===== config.mk =====
export PLATFORM = sky130hd
export DESIGN_NAME = count_stream_log_rle_binner
export DESIGN_NICKNAME = d
export VERILOG_FILES = /design/src/rtl/crb_pkg.sv /design/src/rtl/crb_fifo.sv /design/src/rtl/crb_div.sv /design/src/rtl/crb_front.sv /design/src/rtl/crb_back.sv /design/src/rtl/count_stream_log_rle_binner.sv
export SDC_FILE = /design/constraint.sdc
export NUM_CORES = 1
export LEC_CHECK = 0
export BUFFER_PORTS_ARGS = -buffer_cell sky130_fd_sc_hd__buf_2
export CELL_PAD_IN_SITES_DETAIL_PLACEMENT = 0
export CELL_PAD_IN_SITES_GLOBAL_PLACEMENT = 2
export CORE_MARGIN = 2
export CORE_UTILIZATION = 40
export DETAILED_ROUTE_END_ITERATION = 8
export PLACE_DENSITY_LB_ADDON = 0.1
export SYNTH_ARGS = -nofsm -noshare
export SYNTH_HDL_FRONTEND = slang
export SYNTH_HIERARCHICAL = 1
export SYNTH_SLANG_ARGS = --single-unit

===== constraint.sdc =====
create_clock -name aclk -period 7.25 [get_ports aclk]
set_clock_uncertainty 0.2 [all_clocks]
set_input_delay 0.725 -clock aclk [delete_from_list [all_inputs] [get_ports aclk]]
set_output_delay 0.725 -clock aclk [all_outputs]
set_load 0.1 [all_outputs]

===== src/rtl/crb_pkg.sv =====
`timescale 1ns / 1ps
// ----------------------------------------------------------------------------
// crb_pkg
// shared types, constants and helper functions of the count stream binner
// ----------------------------------------------------------------------------
package crb_pkg;

    localparam int COUNT_WIDTH     = 32;
    localparam int BIN_WIDTH       = 16;
    localparam int RUN_WIDTH       = 32;
    localparam int SUM_WIDTH       = 64;
    localparam int CLASS_WIDTH     = 7;
    localparam int CLASS_OFFSET    = 33;
    localparam int CLASS_MAX       = CLASS_OFFSET + RUN_WIDTH;
    localparam int FX_WIDTH        = 40;
    localparam int FRAC_BITS       = 9;
    localparam int QUOT_WIDTH      = SUM_WIDTH + FRAC_BITS;
    localparam int STEP_WIDTH      = $clog2(QUOT_WIDTH);
    localparam int MODE_WIDTH      = 2;
    localparam int CFG_INDEX_WIDTH = 2;
    localparam int CFG_DATA_WIDTH  = (BIN_WIDTH > MODE_WIDTH) ? BIN_WIDTH : MODE_WIDTH;
    localparam int FIFO_DEPTH      = 4;
    localparam int FIFO_PTR_WIDTH  = $clog2(FIFO_DEPTH);

    // operating modes (code 3 behaves as whole mode)
    localparam logic [MODE_WIDTH-1:0] MODE_BIN   = 2'd0;
    localparam logic [MODE_WIDTH-1:0] MODE_RUN   = 2'd1;
    localparam logic [MODE_WIDTH-1:0] MODE_WHOLE = 2'd2;

    // configuration register indexes
    localparam logic [CFG_INDEX_WIDTH-1:0] CFG_MODE     = 2'd0;
    localparam logic [CFG_INDEX_WIDTH-1:0] CFG_BIN_SIZE = 2'd1;
    localparam logic [CFG_INDEX_WIDTH-1:0] CFG_ASCII    = 2'd2;

    typedef struct packed {
        logic [COUNT_WIDTH-1:0] kmer_count;
        logic                   end_of_sequence;
    } in_item_t;

    typedef struct packed {
        logic [CLASS_WIDTH-1:0] score_class;
        logic [RUN_WIDTH-1:0]   run_length;
        logic [FX_WIDTH-1:0]    average_fixed;
        logic [RUN_WIDTH-1:0]   average_rounded;
        logic                   report_class;
        logic                   last_of_sequence;
    } out_item_t;

    typedef struct packed {
        logic [MODE_WIDTH-1:0] mode;
        logic [BIN_WIDTH-1:0]  bin_size;
        logic                  ascii_mode;
    } cfg_t;

    // one unit of work handed from front to back
    typedef struct packed {
        logic                   is_avg;
        logic [CLASS_WIDTH-1:0] cls;
        logic [RUN_WIDTH-1:0]   len;
        logic [SUM_WIDTH-1:0]   sum;
        logic                   report;
        logic                   last;
    } job_t;

    typedef struct packed {
        logic empty;
        logic two_free;
    } fifo_stat_t;

    // bit length plus class offset
    function automatic logic [CLASS_WIDTH-1:0] log_class(input logic [RUN_WIDTH-1:0] v);
        logic [CLASS_WIDTH-1:0] n;
        n = '0;
        for (int i = 0; i < RUN_WIDTH; i++) begin
            if (v[i]) begin
                n = CLASS_WIDTH'(i + 1);
            end
        end
        return n + CLASS_WIDTH'(CLASS_OFFSET);
    endfunction

    function automatic job_t make_job(input logic                   is_avg,
                                      input logic [CLASS_WIDTH-1:0] cls,
                                      input logic [RUN_WIDTH-1:0]   len,
                                      input logic [SUM_WIDTH-1:0]   sum,
                                      input logic                   report,
                                      input logic                   last);
        job_t j;
        j.is_avg = is_avg;
        j.cls    = cls;
        j.len    = len;
        j.sum    = sum;
        j.report = report;
        j.last   = last;
        return j;
    endfunction

endpackage


===== src/rtl/crb_fifo.sv =====
`timescale 1ns / 1ps
// ----------------------------------------------------------------------------
// crb_fifo
// short job queue between the classifying front and the computing back
// ----------------------------------------------------------------------------
module crb_fifo (
    input  logic                aclk,
    input  logic                aresetn,
    input  logic                push,
    input  crb_pkg::job_t       push_job,
    input  logic                pop,
    output crb_pkg::job_t       head_job,
    output crb_pkg::fifo_stat_t stat
);

    crb_pkg::job_t                        mem_reg [crb_pkg::FIFO_DEPTH];
    logic [crb_pkg::FIFO_PTR_WIDTH-1:0]   wr_ptr_reg;
    logic [crb_pkg::FIFO_PTR_WIDTH-1:0]   rd_ptr_reg;
    logic [crb_pkg::FIFO_PTR_WIDTH:0]     count_reg;

    assign head_job      = mem_reg[rd_ptr_reg];
    assign stat.empty    = (count_reg == '0);
    assign stat.two_free = (count_reg <= (crb_pkg::FIFO_PTR_WIDTH + 1)'(crb_pkg::FIFO_DEPTH - 2));

    always_ff @(posedge aclk) begin
        if (push) begin
            mem_reg[wr_ptr_reg] <= push_job;
        end
    end

    always_ff @(posedge aclk) begin
        if (!aresetn) begin
            wr_ptr_reg <= '0;
            rd_ptr_reg <= '0;
            count_reg  <= '0;
        end else begin
            if (push) begin
                wr_ptr_reg <= wr_ptr_reg + 1'b1;
            end
            if (pop) begin
                rd_ptr_reg <= rd_ptr_reg + 1'b1;
            end
            if (push && !pop) begin
                count_reg <= count_reg + 1'b1;
            end else if (pop && !push) begin
                count_reg <= count_reg - 1'b1;
            end
        end
    end

endmodule


===== src/rtl/crb_div.sv =====
`timescale 1ns / 1ps
// ----------------------------------------------------------------------------
// crb_div
// bit-serial restoring divider, sum scaled by 2^9 over item count
// ----------------------------------------------------------------------------
module crb_div (
    input  logic                              aclk,
    input  logic                              aresetn,
    input  logic                              start,
    input  logic [crb_pkg::SUM_WIDTH-1:0]     dividend,
    input  logic [crb_pkg::RUN_WIDTH-1:0]     divisor,
    output logic                              done,
    output logic [crb_pkg::QUOT_WIDTH-1:0]    quot
);

    logic [crb_pkg::QUOT_WIDTH-1:0] dq_reg;
    logic [crb_pkg::RUN_WIDTH-1:0]  rem_reg;
    logic [crb_pkg::RUN_WIDTH-1:0]  dvs_reg;
    logic [crb_pkg::STEP_WIDTH-1:0] step_reg;
    logic                           busy_reg;

    logic [crb_pkg::RUN_WIDTH:0]    rem_sh;
    logic [crb_pkg::RUN_WIDTH:0]    diff;
    logic                           ge;

    assign rem_sh = {rem_reg, dq_reg[crb_pkg::QUOT_WIDTH-1]};
    assign diff   = rem_sh - {1'b0, dvs_reg};
    assign ge     = (rem_sh >= {1'b0, dvs_reg});
    assign done   = busy_reg && (step_reg == crb_pkg::STEP_WIDTH'(crb_pkg::QUOT_WIDTH - 1));
    assign quot   = dq_reg;

    always_ff @(posedge aclk) begin
        if (!aresetn) begin
            busy_reg <= 1'b0;
            step_reg <= '0;
        end else if (start) begin
            dq_reg   <= {dividend, crb_pkg::FRAC_BITS'(0)};
            rem_reg  <= '0;
            // zero count never reaches here, treat as one anyway
            dvs_reg  <= (divisor == '0) ? crb_pkg::RUN_WIDTH'(1) : divisor;
            step_reg <= '0;
            busy_reg <= 1'b1;
        end else if (busy_reg) begin
            rem_reg  <= ge ? diff[crb_pkg::RUN_WIDTH-1:0] : rem_sh[crb_pkg::RUN_WIDTH-1:0];
            dq_reg   <= {dq_reg[crb_pkg::QUOT_WIDTH-2:0], ge};
            step_reg <= step_reg + 1'b1;
            if (done) begin
                busy_reg <= 1'b0;
            end
        end
    end

endmodule


===== src/rtl/crb_front.sv =====
`timescale 1ns / 1ps
// ----------------------------------------------------------------------------
// crb_front
// accepts counts, tracks run / bin state and queues result jobs
// ----------------------------------------------------------------------------
module crb_front (
    input  logic                aclk,
    input  logic                aresetn,
    input  crb_pkg::cfg_t       cfg,
    input  logic                s_valid,
    output logic                s_ready,
    input  crb_pkg::in_item_t   s_data,
    input  crb_pkg::fifo_stat_t fifo_stat,
    output logic                push,
    output crb_pkg::job_t       push_job
);

    logic [crb_pkg::CLASS_WIDTH-1:0] cls_reg, cls_next;
    logic [crb_pkg::RUN_WIDTH-1:0]   cnt_reg, cnt_next;
    logic [crb_pkg::SUM_WIDTH-1:0]   sum_reg, sum_next;
    logic                            pend_valid_reg;
    crb_pkg::job_t                   pend_job_reg;

    logic [crb_pkg::RUN_WIDTH-1:0]   count_w;
    logic [crb_pkg::CLASS_WIDTH-1:0] cls_new;
    logic [crb_pkg::RUN_WIDTH-1:0]   cnt_inc;
    logic [crb_pkg::SUM_WIDTH:0]     sum_wide;
    logic [crb_pkg::SUM_WIDTH-1:0]   sum_inc;
    logic [crb_pkg::RUN_WIDTH-1:0]   size_eff;
    logic                            eos;
    logic                            accept;
    logic                            v0, v1;
    crb_pkg::job_t                   job0, job1;

    assign s_ready  = !pend_valid_reg && fifo_stat.two_free;
    assign accept   = s_valid && s_ready;
    assign push     = pend_valid_reg || (accept && v0);
    assign push_job = pend_valid_reg ? pend_job_reg : job0;

    always_comb begin
        count_w  = crb_pkg::RUN_WIDTH'(s_data.kmer_count);
        eos      = s_data.end_of_sequence;
        cls_new  = crb_pkg::log_class(count_w);
        cnt_inc  = (cnt_reg == '1) ? cnt_reg : cnt_reg + 1'b1;
        sum_wide = {1'b0, sum_reg} + (crb_pkg::SUM_WIDTH + 1)'(count_w);
        sum_inc  = sum_wide[crb_pkg::SUM_WIDTH] ? '1 : sum_wide[crb_pkg::SUM_WIDTH-1:0];
        size_eff = (cfg.bin_size == '0) ? crb_pkg::RUN_WIDTH'(1)
                                        : crb_pkg::RUN_WIDTH'(cfg.bin_size);
        cls_next = cls_reg;
        cnt_next = cnt_reg;
        sum_next = sum_reg;
        v0       = 1'b0;
        v1       = 1'b0;
        job0     = '0;
        job1     = '0;

        if (cfg.mode == crb_pkg::MODE_RUN) begin
            if (cls_reg == cls_new) begin
                cnt_next = cnt_inc;
            end else begin
                // class change closes the open run
                if (cls_reg != '0) begin
                    v0   = 1'b1;
                    job0 = crb_pkg::make_job(1'b0, cls_reg, cnt_reg, '0, cfg.ascii_mode, 1'b0);
                end
                cls_next = cls_new;
                cnt_next = crb_pkg::RUN_WIDTH'(1);
            end
            if (eos) begin
                if (v0) begin
                    v1   = 1'b1;
                    job1 = crb_pkg::make_job(1'b0, cls_next, cnt_next, '0, cfg.ascii_mode, 1'b1);
                end else begin
                    v0   = 1'b1;
                    job0 = crb_pkg::make_job(1'b0, cls_next, cnt_next, '0, cfg.ascii_mode, 1'b1);
                end
                cls_next = '0;
                cnt_next = '0;
                sum_next = '0;
            end
        end else begin
            sum_next = sum_inc;
            cnt_next = cnt_inc;
            if (eos || ((cfg.mode == crb_pkg::MODE_BIN) && (cnt_inc >= size_eff))) begin
                v0       = 1'b1;
                job0     = crb_pkg::make_job(1'b1, '0, cnt_inc, sum_inc, cfg.ascii_mode, eos);
                cls_next = '0;
                cnt_next = '0;
                sum_next = '0;
            end
        end
    end

    always_ff @(posedge aclk) begin
        if (!aresetn) begin
            cls_reg        <= '0;
            cnt_reg        <= '0;
            sum_reg        <= '0;
            pend_valid_reg <= 1'b0;
        end else begin
            if (accept) begin
                cls_reg <= cls_next;
                cnt_reg <= cnt_next;
                sum_reg <= sum_next;
            end
            if (accept && v1) begin
                pend_valid_reg <= 1'b1;
                pend_job_reg   <= job1;
            end else if (pend_valid_reg) begin
                pend_valid_reg <= 1'b0;
            end
        end
    end

endmodule


===== src/rtl/crb_back.sv =====
`timescale 1ns / 1ps
// ----------------------------------------------------------------------------
// crb_back
// pops jobs, divides for averages, rounds and drives the result register
// ----------------------------------------------------------------------------
module crb_back (
    input  logic                aclk,
    input  logic                aresetn,
    input  crb_pkg::fifo_stat_t fifo_stat,
    input  crb_pkg::job_t       head_job,
    output logic                pop,
    output logic                m_valid,
    input  logic                m_ready,
    output crb_pkg::out_item_t  m_data
);

    typedef enum logic [1:0] {ST_IDLE, ST_DIV, ST_FIN, ST_OUT} state_t;

    state_t                           state_reg;
    crb_pkg::job_t                    job_reg;
    logic [crb_pkg::FX_WIDTH-1:0]     fx_reg;
    logic [crb_pkg::RUN_WIDTH-1:0]    rd_reg;
    logic                             m_valid_reg;
    crb_pkg::out_item_t               m_data_reg;

    logic                             div_done;
    logic [crb_pkg::QUOT_WIDTH-1:0]   quot;
    logic [crb_pkg::SUM_WIDTH-1:0]    q_int;
    logic                             over;
    logic [crb_pkg::FX_WIDTH+1:0]     fx_sum;
    logic [crb_pkg::RUN_WIDTH:0]      rd_sum;
    logic [crb_pkg::FX_WIDTH-1:0]     fx_sat;
    logic [crb_pkg::RUN_WIDTH-1:0]    rd_sat;
    logic                             out_free;

    assign pop      = (state_reg == ST_IDLE) && !fifo_stat.empty;
    assign out_free = !m_valid_reg || m_ready;
    assign m_valid  = m_valid_reg;
    assign m_data   = m_data_reg;

    crb_div u_div (
        .aclk     (aclk),
        .aresetn  (aresetn),
        .start    (pop && head_job.is_avg),
        .dividend (head_job.sum),
        .divisor  (head_job.len),
        .done     (div_done),
        .quot     (quot)
    );

    // quot = floor(sum * 512 / n); fixed average is (quot + 1) >> 1
    always_comb begin
        q_int  = quot[crb_pkg::QUOT_WIDTH-1:crb_pkg::FRAC_BITS];
        over   = |q_int[crb_pkg::SUM_WIDTH-1:crb_pkg::RUN_WIDTH];
        fx_sum = {1'b0, quot[crb_pkg::FX_WIDTH:0]} + (crb_pkg::FX_WIDTH + 2)'(1);
        rd_sum = {1'b0, q_int[crb_pkg::RUN_WIDTH-1:0]}
               + (crb_pkg::RUN_WIDTH + 1)'(quot[crb_pkg::FRAC_BITS-1]);
        fx_sat = (over || fx_sum[crb_pkg::FX_WIDTH+1]) ? '1 : fx_sum[crb_pkg::FX_WIDTH:1];
        rd_sat = (over || rd_sum[crb_pkg::RUN_WIDTH]) ? '1 : rd_sum[crb_pkg::RUN_WIDTH-1:0];
    end

    always_ff @(posedge aclk) begin
        if (!aresetn) begin
            state_reg   <= ST_IDLE;
            m_valid_reg <= 1'b0;
        end else begin
            // load a new result or drop the one just taken
            if ((state_reg == ST_OUT) && out_free) begin
                m_valid_reg <= 1'b1;
            end else if (m_valid_reg && m_ready) begin
                m_valid_reg <= 1'b0;
            end
            unique case (state_reg)
                ST_IDLE: begin
                    if (!fifo_stat.empty) begin
                        job_reg <= head_job;
                        if (head_job.is_avg) begin
                            state_reg <= ST_DIV;
                        end else begin
                            fx_reg    <= '0;
                            rd_reg    <= '0;
                            state_reg <= ST_OUT;
                        end
                    end
                end
                ST_DIV: begin
                    if (div_done) begin
                        state_reg <= ST_FIN;
                    end
                end
                ST_FIN: begin
                    fx_reg    <= fx_sat;
                    rd_reg    <= rd_sat;
                    state_reg <= ST_OUT;
                end
                ST_OUT: begin
                    if (out_free) begin
                        m_data_reg.score_class      <= job_reg.is_avg
                                                       ? crb_pkg::log_class(rd_reg)
                                                       : job_reg.cls;
                        m_data_reg.run_length       <= job_reg.len;
                        m_data_reg.average_fixed    <= fx_reg;
                        m_data_reg.average_rounded  <= rd_reg;
                        m_data_reg.report_class     <= job_reg.report;
                        m_data_reg.last_of_sequence <= job_reg.last;
                        state_reg                   <= ST_IDLE;
                    end
                end
                default: begin
                    state_reg <= ST_IDLE;
                end
            endcase
        end
    end

endmodule


===== src/rtl/count_stream_log_rle_binner.sv =====
`timescale 1ns / 1ps
// a run result passes the job queue and the back's idle and output states into
//   the result register; averages add the divider and the finish state.
//   One input transfer per cycle while no second end-of-sequence job is held
//   and the job queue has two free slots; the back takes one job at a time.
// reset: synchronous active-low aresetn clears run/bin state, queue and result
//   valid flag; config returns to bin mode, bin_size 1, ascii_mode 0
// ----------------------------------------------------------------------------
// count_stream_log_rle_binner
// run-length coder of log classes and bin / whole-sequence averager of counts
// ----------------------------------------------------------------------------
module count_stream_log_rle_binner (
    input  logic                                   aclk,
    input  logic                                   aresetn,
    // count stream in
    input  logic                                   s_valid,
    output logic                                   s_ready,
    input  crb_pkg::in_item_t                      s_data,
    // result stream out
    output logic                                   m_valid,
    input  logic                                   m_ready,
    output crb_pkg::out_item_t                     m_data,
    // register writes
    input  logic                                   cfg_valid,
    output logic                                   cfg_ready,
    input  logic [crb_pkg::CFG_INDEX_WIDTH-1:0]    cfg_index,
    input  logic [crb_pkg::CFG_DATA_WIDTH-1:0]     cfg_data
);

    crb_pkg::cfg_t       cfg_reg;
    crb_pkg::fifo_stat_t fifo_stat;
    crb_pkg::job_t       push_job;
    crb_pkg::job_t       head_job;
    logic                push;
    logic                pop;

    // register writes always complete in one transfer; they never touch
    // the run / bin state, so a mode change inherits whatever is open
    assign cfg_ready = 1'b1;

    always_ff @(posedge aclk) begin
        if (!aresetn) begin
            cfg_reg.mode       <= crb_pkg::MODE_BIN;
            cfg_reg.bin_size   <= crb_pkg::BIN_WIDTH'(1);
            cfg_reg.ascii_mode <= 1'b0;
        end else if (cfg_valid) begin
            unique case (cfg_index)
                crb_pkg::CFG_MODE: begin
                    cfg_reg.mode <= cfg_data[crb_pkg::MODE_WIDTH-1:0];
                end
                crb_pkg::CFG_BIN_SIZE: begin
                    cfg_reg.bin_size <= cfg_data[crb_pkg::BIN_WIDTH-1:0];
                end
                crb_pkg::CFG_ASCII: begin
                    cfg_reg.ascii_mode <= cfg_data[0];
                end
                default: begin
                    // unmapped index, write dropped
                end
            endcase
        end
    end

    // front: classify each count, update the open run or bin, emit jobs
    crb_front u_front (
        .aclk      (aclk),
        .aresetn   (aresetn),
        .cfg       (cfg_reg),
        .s_valid   (s_valid),
        .s_ready   (s_ready),
        .s_data    (s_data),
        .fifo_stat (fifo_stat),
        .push      (push),
        .push_job  (push_job)
    );

    // queue decouples the front from the long divide in the back
    crb_fifo u_fifo (
        .aclk     (aclk),
        .aresetn  (aresetn),
        .push     (push),
        .push_job (push_job),
        .pop      (pop),
        .head_job (head_job),
        .stat     (fifo_stat)
    );

    // back: divide, round, saturate and hold the result for the sink
    crb_back u_back (
        .aclk      (aclk),
        .aresetn   (aresetn),
        .fifo_stat (fifo_stat),
        .head_job  (head_job),
        .pop       (pop),
        .m_valid   (m_valid),
        .m_ready   (m_ready),
        .m_data    (m_data)
    );

endmodule


==> summary.txt, run 1 <==
Status
  • Status: complete, no violations

CTS
  • Clk root buf: clkbuf_16
  • Postcts setup bufs: 0
  • Clock Pin Slew Worst Setup and Hold Paths: roughly 0.06 ns
  • CTS buffer count: 104
  • Post-CTS Hold Buffers: 0
  • Clock Sinks: around 1,000
  • Clock H-tree levels: 3
  • Clk buf depth: 3
  • Clk_lat worst skew: ~0.7 ns
  • Resize count post-CTS: 0
  • CTS tree: done

Placed design
  • Dpl hpwl: 82,400 um
  • Port bufs: 170
  • GPL Wtd Cong: between 0.8 and 0.9

Hold path
  • Hold Crit Endpoint: cfg_reg[12]
  • Class of the worst hold path: input pin to flip-flop
  • Worst Hold Launch: cfg_data[11]
  • WHS Path Cells: 3

Die
  • Core area: between 0.1 and 0.15 mm^2
  • Die Span Y: roughly 340 um
  • I/O Pins: 172
  • Starting Density: between 40% and 50%
  • Placement Rows: around 120
  • Die Span X: between 300 and 400 um
  • Die area: between 0.1 and 0.15 mm^2

Synth
  • Commonest cells in the netlist: edfxtp_1, nand2_1, a21oi_1
  • Cell Area, Synth: around 0.045 mm^2
  • Synth Area per Inst: ~13 um^2
  • Synth Instances: about 3.5k
  • Cell taking the most area after synthesis: edfxtp_1
  • Count leader, synth: edfxtp_1
  • #FFs+latches synth: roughly 970
  • Post-synth top area share: a little over half
  • Post-synthesis sequential area ratio: between 60% and 70%
  • Asr flop ratio synth: 0%
  • Unique masters post-synth: approximately 110
  • Top post-synthesis cells by area: edfxtp_1, dfxtp_1, mux4_2
  • Synth Flop Type: edfxtp_1
  • Yosys warnings: 6
  • EDFF count, synth: 829

STA
  • Pins Over Slew Limit: 0
  • Final setup fails: 0
  • Final hold slack: 0.0911 ns
  • Worst Tran Pin Value: 1.15 ns
  • Fmax: ~150 MHz
  • RSZ-0062 raised after global routing: no
  • Worst relative slew slack: between 20 and 25%
  • Final Hold Fails: 0
  • Setup TNS: 0 ns
  • Post-layout minimum cycle time: between 6 and 7 ns
  • Tcrit/Tclk final: 89.7%

Layout
  • Final nets: ~3.8k
  • Max reg flops: approximately 420
  • Synthesis-to-finish area growth: 12.7%
  • Final core utilization: between 40% and 50%
  • Share of layout cells above drive strength 1: between 10% and 20%

Critical path
  • Reg-to-Reg End: u_fifo/mem_reg[1][67]
  • Critical path class: flip-flop to flip-flop
  • Worst R2R Setup Slack: 0.74 ns
  • Startpoint types: flip-flop
  • WP data required: 7.39 ns
  • R2r worst-path depth: 19
  • Worst path arrival time: approximately 6.6 ns
  • Crit-path max FO: 61
  • Element type at the critical path end: flip-flop
  • Worst reg2reg path startpoint: u_front/cnt_reg[0]

Power and ir drop
  • Pleak: roughly 18 nW
  • Max rail drop VDD: around 230 uV
  • Power density over cell area: ~340 mW/mm^2

GRT
  • Via count of the first global-routing pass: between 20k and 30k
  • GRT Util Overall: about a fifth
  • First-pass GRT wire length: roughly 180,000 um
  • Grt ovf: 0
  • Initial antenna violation count: 9
  • Largest net degree at the start of global routing: between 80 and 90

Routing
  • Via density per instance: about 5.5
  • Drt pass-1 iters: 5
  • DRC: 0
  • Iter 0 DRT Violations: 2,180
  • Final ANT Viol Nets: 0
  • Routed WL per cell: about 23 um
  • Vias: 28.8k
  • WL final: roughly 120,000 um

Job
  • Maxcap violations: 0
worst max path at each step:
stage / slack [ns] / endpoint / startpoint / cells past startpoint
after floorplan: 0.44 / u_fifo/mem_reg[0][0] / u_front/cnt_reg[0] / 20
after global placement: 0.88 / u_fifo/mem_reg[2][102] / u_front/cnt_reg[0] / 19
after detailed placement: 0.70 / u_fifo/mem_reg[2][56] / u_front/cnt_reg[0] / 19
after CTS: 0.64 / u_fifo/mem_reg[2][29] / u_front/cnt_reg[0] / 19
after global routing: 0.22 / u_fifo/mem_reg[2][60] / u_front/cnt_reg[0] / 19
final: 0.74 / u_fifo/mem_reg[1][67] / u_front/cnt_reg[0] / 19
through the flow:
stage	total power [mW]	instances	setup slack (ns)	area, um^2
after floorplan	11.0	3513	0.441	45500
after global placement	12.1	5010	0.884	47600
after detailed placement	12.2	5010	0.702	47600
after CTS	17.8	5204	0.640	51100
after global routing	18.5	5204	0.219	51100
final	17.6	5205	0.743	51200
metal layers:
layer / track usage (%) / routed length (um) / part of all wire (%)
met1: 31.1 / 57700 / 49
met2: 29.8 / 51500 / 44
met3: 3.18 / 6880 / 5.8
met4: 4.68 / 2150 / 1.8
met5: 0 / 13 / 0.011
cell usage in the layout (no fill, tap or decap), types with 34 or more instances in the layout:
cell and n:
edfxtp_1 829, nand2_1 284, a21oi_1 223, nor2_1 190
buf_2 169, dfxtp_1 140, inv_1 113, clkbuf_16 106
mux4_2 106, xnor2_1 104, ha_1 97, nand3_1 96
o21ai_0 95, xor2_1 74, mux2_2 66, nor3_1 55
nand4_1 52, a21o_1 44, buf_4 40, nor4_1 40
a21boi_0 38, and3_1 36, and2_1 35, nor2b_1 34
power breakdown:
part | internal [mW] | switching, mW
Sequential | 7.24 | 0.519
Combinational | 1.60 | 2.70
Clock | 3.28 | 2.22
Total | 12.1 | 5.44
cells by family (layout without fill, tap and decap cells):
family          Yosys count  in the layout  synth area share, %
other cells               2             33               0.0165
xor+xnor                178            178                 3.44
mux                     197            197                 7.45
flops                   972            972                 61.2
simple gates            971            971                 11.0
compound gates          730            730                 10.8
fa+ha+maj               100            100                 2.81
buf+inv                 333            524                 3.32
worst max-delay path, cell delays in order, from the launching register on:
cell and delay (ns):
dfxtp_1 0.37, ha_1 0.26, and4_1 0.25, and2_0 0.28
nand3_1 0.27, nand4_1 0.37, or2_2 0.49, nor2_1 0.14
xor2_1 0.26, ha_1 0.20, nand4_1 0.11, nor2_1 0.13
o21ai_0 0.10, a21oi_1 0.26, nor3_1 0.13, a21oi_2 0.44
o21ai_0 0.14, nand2b_1 0.35, and2_4 0.85, buf_12 0.38
layout make-up:
class                      instances  area, um^2
fill                           10100       61300
sequential                       972       27800
multi-input combinational       2208       16300
clock buffer                     122        2710
tap                             1500        1880
timing repair buffer             213        1230
clock inverter                    72         835
inverter                         117         442
antenna                            1        2.50
Power figures use the tool's default switching activity.
==> run 2: changes to the inputs <==
--- a/config.mk
+++ b/config.mk
@@ -8,6 +8,6 @@
 export BUFFER_PORTS_ARGS = -buffer_cell sky130_fd_sc_hd__buf_2
-export CELL_PAD_IN_SITES_DETAIL_PLACEMENT = 0
-export CELL_PAD_IN_SITES_GLOBAL_PLACEMENT = 2
+export CELL_PAD_IN_SITES_DETAIL_PLACEMENT = 1
+export CELL_PAD_IN_SITES_GLOBAL_PLACEMENT = 1
 export CORE_MARGIN = 2
-export CORE_UTILIZATION = 40
+export CORE_UTILIZATION = 47
 export DETAILED_ROUTE_END_ITERATION = 8
==> constraint.sdc (replaced) <==
create_clock -name aclk -period 7.25 [get_ports aclk]
set_clock_uncertainty 0.2 [all_clocks]
set_input_delay 1.0875 -clock aclk [delete_from_list [all_inputs] [get_ports aclk]]
set_output_delay 1.0875 -clock aclk [all_outputs]
set_load 0.1 [all_outputs]
==> summary.txt, run 2 (same netlist as run 1, synthesis figures left out) <==
CTS
  • Clock H-tree levels: 3 (unchanged)
  • Clock Sinks: 972 (unchanged)
  • Clock Pin Slew Worst Setup and Hold Paths: 0.06 ns (about the same)
  • CTS buffer count: 104 (unchanged)
  • Clk_lat worst skew: 0.69 ns (about the same)
  • Clk root buf: clkbuf_16 (unchanged)
  • CTS tree: done (unchanged)
  • Clk buf depth: 3 (unchanged)
  • Postcts setup bufs: 0 (unchanged)

Die
  • Core area: 0.0953 mm^2 (was 0.112 mm^2)
  • Die Span X: 315 um (was 341 um)
  • Placement Rows: 113 (was 123)
  • Die area: 0.0991 mm^2 (was 0.116 mm^2)
  • I/O Pins: 172 (unchanged)
  • Die Span Y: 315 um (was 341 um)
  • Starting Density: 47.6% (was 40.3%)

Critical path
  • Crit-path max FO: 64 (was 61)
  • Element type at the critical path end: flip-flop (unchanged)
  • Critical path class: flip-flop to flip-flop (unchanged)
  • WP data required: 7.39 ns (about the same)
  • Startpoint types: flip-flop (unchanged)
  • Worst path arrival time: 6.87 ns (was 6.64 ns)

Routing
  • Routed WL per cell: 23.9 um (was 22.7 um)
  • WL final: 119,000 um (was 118,000 um)
  • Via density per instance: 5.89 (was 5.53)
  • Iter 0 DRT Violations: 2,337 (was 2,180)
  • Drt pass-1 iters: 6 (was 5)
  • DRC: 0 (unchanged)
  • Final ANT Viol Nets: 0 (unchanged)
  • Vias: 29.3k (was 28.8k)

Power and ir drop
  • Sw Pwr: 5.56 mW (was 5.44 mW)
  • Power consumption: 17.6 mW (about the same)
  • Combinational share of power: 24.9% (was 24.5%)
  • Pleak: 17.4 nW (was 17.5 nW)
  • Pint: 12.0 mW (was 12.1 mW)
  • Clock share of power: 30.9% (was 31.4%)
  • Max rail drop VDD: 205 uV (was 235 uV)
  • Switching share of power: 31.7% (was 31.0%)
  • Sequential power share: 44.3% (was 44.2%)
  • Power density over cell area: 346 mW/mm^2 (was 343 mW/mm^2)

STA
  • Final setup fails: 0 (unchanged)
  • Fmax: 149 MHz (was 154 MHz)
  • Final hold slack: 0.216 ns (was 0.0911 ns)
  • RSZ-0062 raised after global routing: yes (was no)
  • Pins Over Slew Limit: 0 (unchanged)
  • Final Hold Fails: 0 (unchanged)
  • Worst setup margin: 0.521 ns (was 0.743 ns)
  • Tcrit/Tclk final: 92.8% (was 89.7%)
  • Setup TNS: 0 ns (unchanged)
  • Post-layout minimum cycle time: 6.73 ns (was 6.51 ns)
  • Worst Tran Pin Value: 1.15 ns (about the same)
  • Worst relative slew slack: 23.6% (was 22.9%)

GRT
  • Grt ovf: 0 (unchanged)
  • Largest net degree at the start of global routing: 87 (unchanged)
  • Met3 usage: 2.86% (was 3.18%)
  • GR peak layer: met2 (was met1)
  • First-pass GRT wire length: 183,000 um (was 179,000 um)
  • Met2 usage: 36.8% (was 29.8%)
  • GRT Util Overall: 23.8% (was 20.2%)
  • GR met1 Demand/Resource: 36.2% (was 31.1%)
  • Initial antenna violation count: 7 (was 9)
  • Via count of the first global-routing pass: 30.0k (was 28.3k)

Placed design
  • GPL Wtd Cong: 0.891 (was 0.866)
  • Dpl hpwl: 83,600 um (was 82,400 um)
  • DP Worst Slack: 0.350 ns (was 0.702 ns)
  • Inst Count DP: 4,768 (was 5,010)
  • Placed cell area: 0.0472 mm^2 (was 0.0476 mm^2)
  • Port bufs: 170 (unchanged)

Layout
  • Synthesis-to-finish area growth: 11.9% (was 12.7%)
  • Max reg flops: 424 (unchanged)
  • Final core utilization: 53.3% (was 45.5%)
  • Final nets: 3,766 (was 3,772)
  • Final Non-Filler Cells: 4,963 (was 5,205)
  • Final Cell Area: 0.0508 mm^2 (was 0.0512 mm^2)
  • Share of layout cells above drive strength 1: 16.7% (was 16.9%)
  • Commonest non-fill, non-tap cells in the layout: edfxtp_1, nand2_1, a21oi_1 (unchanged)
  • Commonest non-fill, non-tap cell in the layout: edfxtp_1 (unchanged)

Hold path
  • Class of the worst hold path: flip-flop to flip-flop (was input pin to flip-flop)

Status
  • Status: complete, no violations (unchanged)

Job
  • Maxcap violations: 0 (unchanged)
run 2: timing repair:
| action | in CTS | in global routing |
|---|---|---|
| resized for setup | 0 | 6 |
| setup endpoints to repair | 0 | 219 |
| hold buffers | 0 | 0 |
run 2: power by group through the flow:
stage	Sequential, mW	Combinational [mW]	Clock (mW)
final	7.78	4.37	5.42
after global routing	7.86	4.77	5.73
after CTS	7.78	4.38	5.54
after detailed placement	7.89	4.35	0
after global placement	7.83	4.21	0
after floorplan	7.89	3.07	0
run 2: final timing paths:
check                      from               endpoint  slack (ns)  cells after the start
max reg2reg  u_front/cnt_reg[0]  u_fifo/mem_reg[0][83]        0.52                     19
max          u_front/cnt_reg[0]  u_fifo/mem_reg[0][83]        0.52                     19
min          u_back/job_reg[87]      u_back/m_data[95]        0.22                      0
min reg2reg  u_back/job_reg[87]      u_back/m_data[95]        0.22                      0
run 2: worst max-delay path, stage by stage, from the launching register on:
cell,delay (ns)
dfxtp_1,0.38
ha_1,0.27
and4_1,0.25
and2_0,0.31
nand3_2,0.32
nand4_1,0.36
or2_2,0.47
nor2_1,0.14
xor2_1,0.32
ha_1,0.22
nand4_1,0.11
nor2_1,0.12
o21ai_0,0.09
a21oi_1,0.28
nor3_1,0.14
a21oi_2,0.41
o21ai_0,0.15
nand2b_1,0.45
and2_4,0.94
buf_6,0.37
run 2: metal layers:
metal | wire [um] | vias to the layer above | part of all wire, %
met4 | 1860 | 0 | 1.6
li1 | - | 13500 | -
met3 | 5580 | 126 | 4.7
met1 | 57400 | 15000 | 48
met5 | 0 | - | 0
met2 | 54000 | 706 | 45
run 2: layout make-up:
class	count	area, um^2
clock buffers	124	2690
flip-flops and latches	972	27800
fillers	9588	44500
clock inverters	69	825
repair buffers	206	1170
diodes	1	2.50
multi-input cells	2209	16300
inverters	117	442
well taps	1265	1580
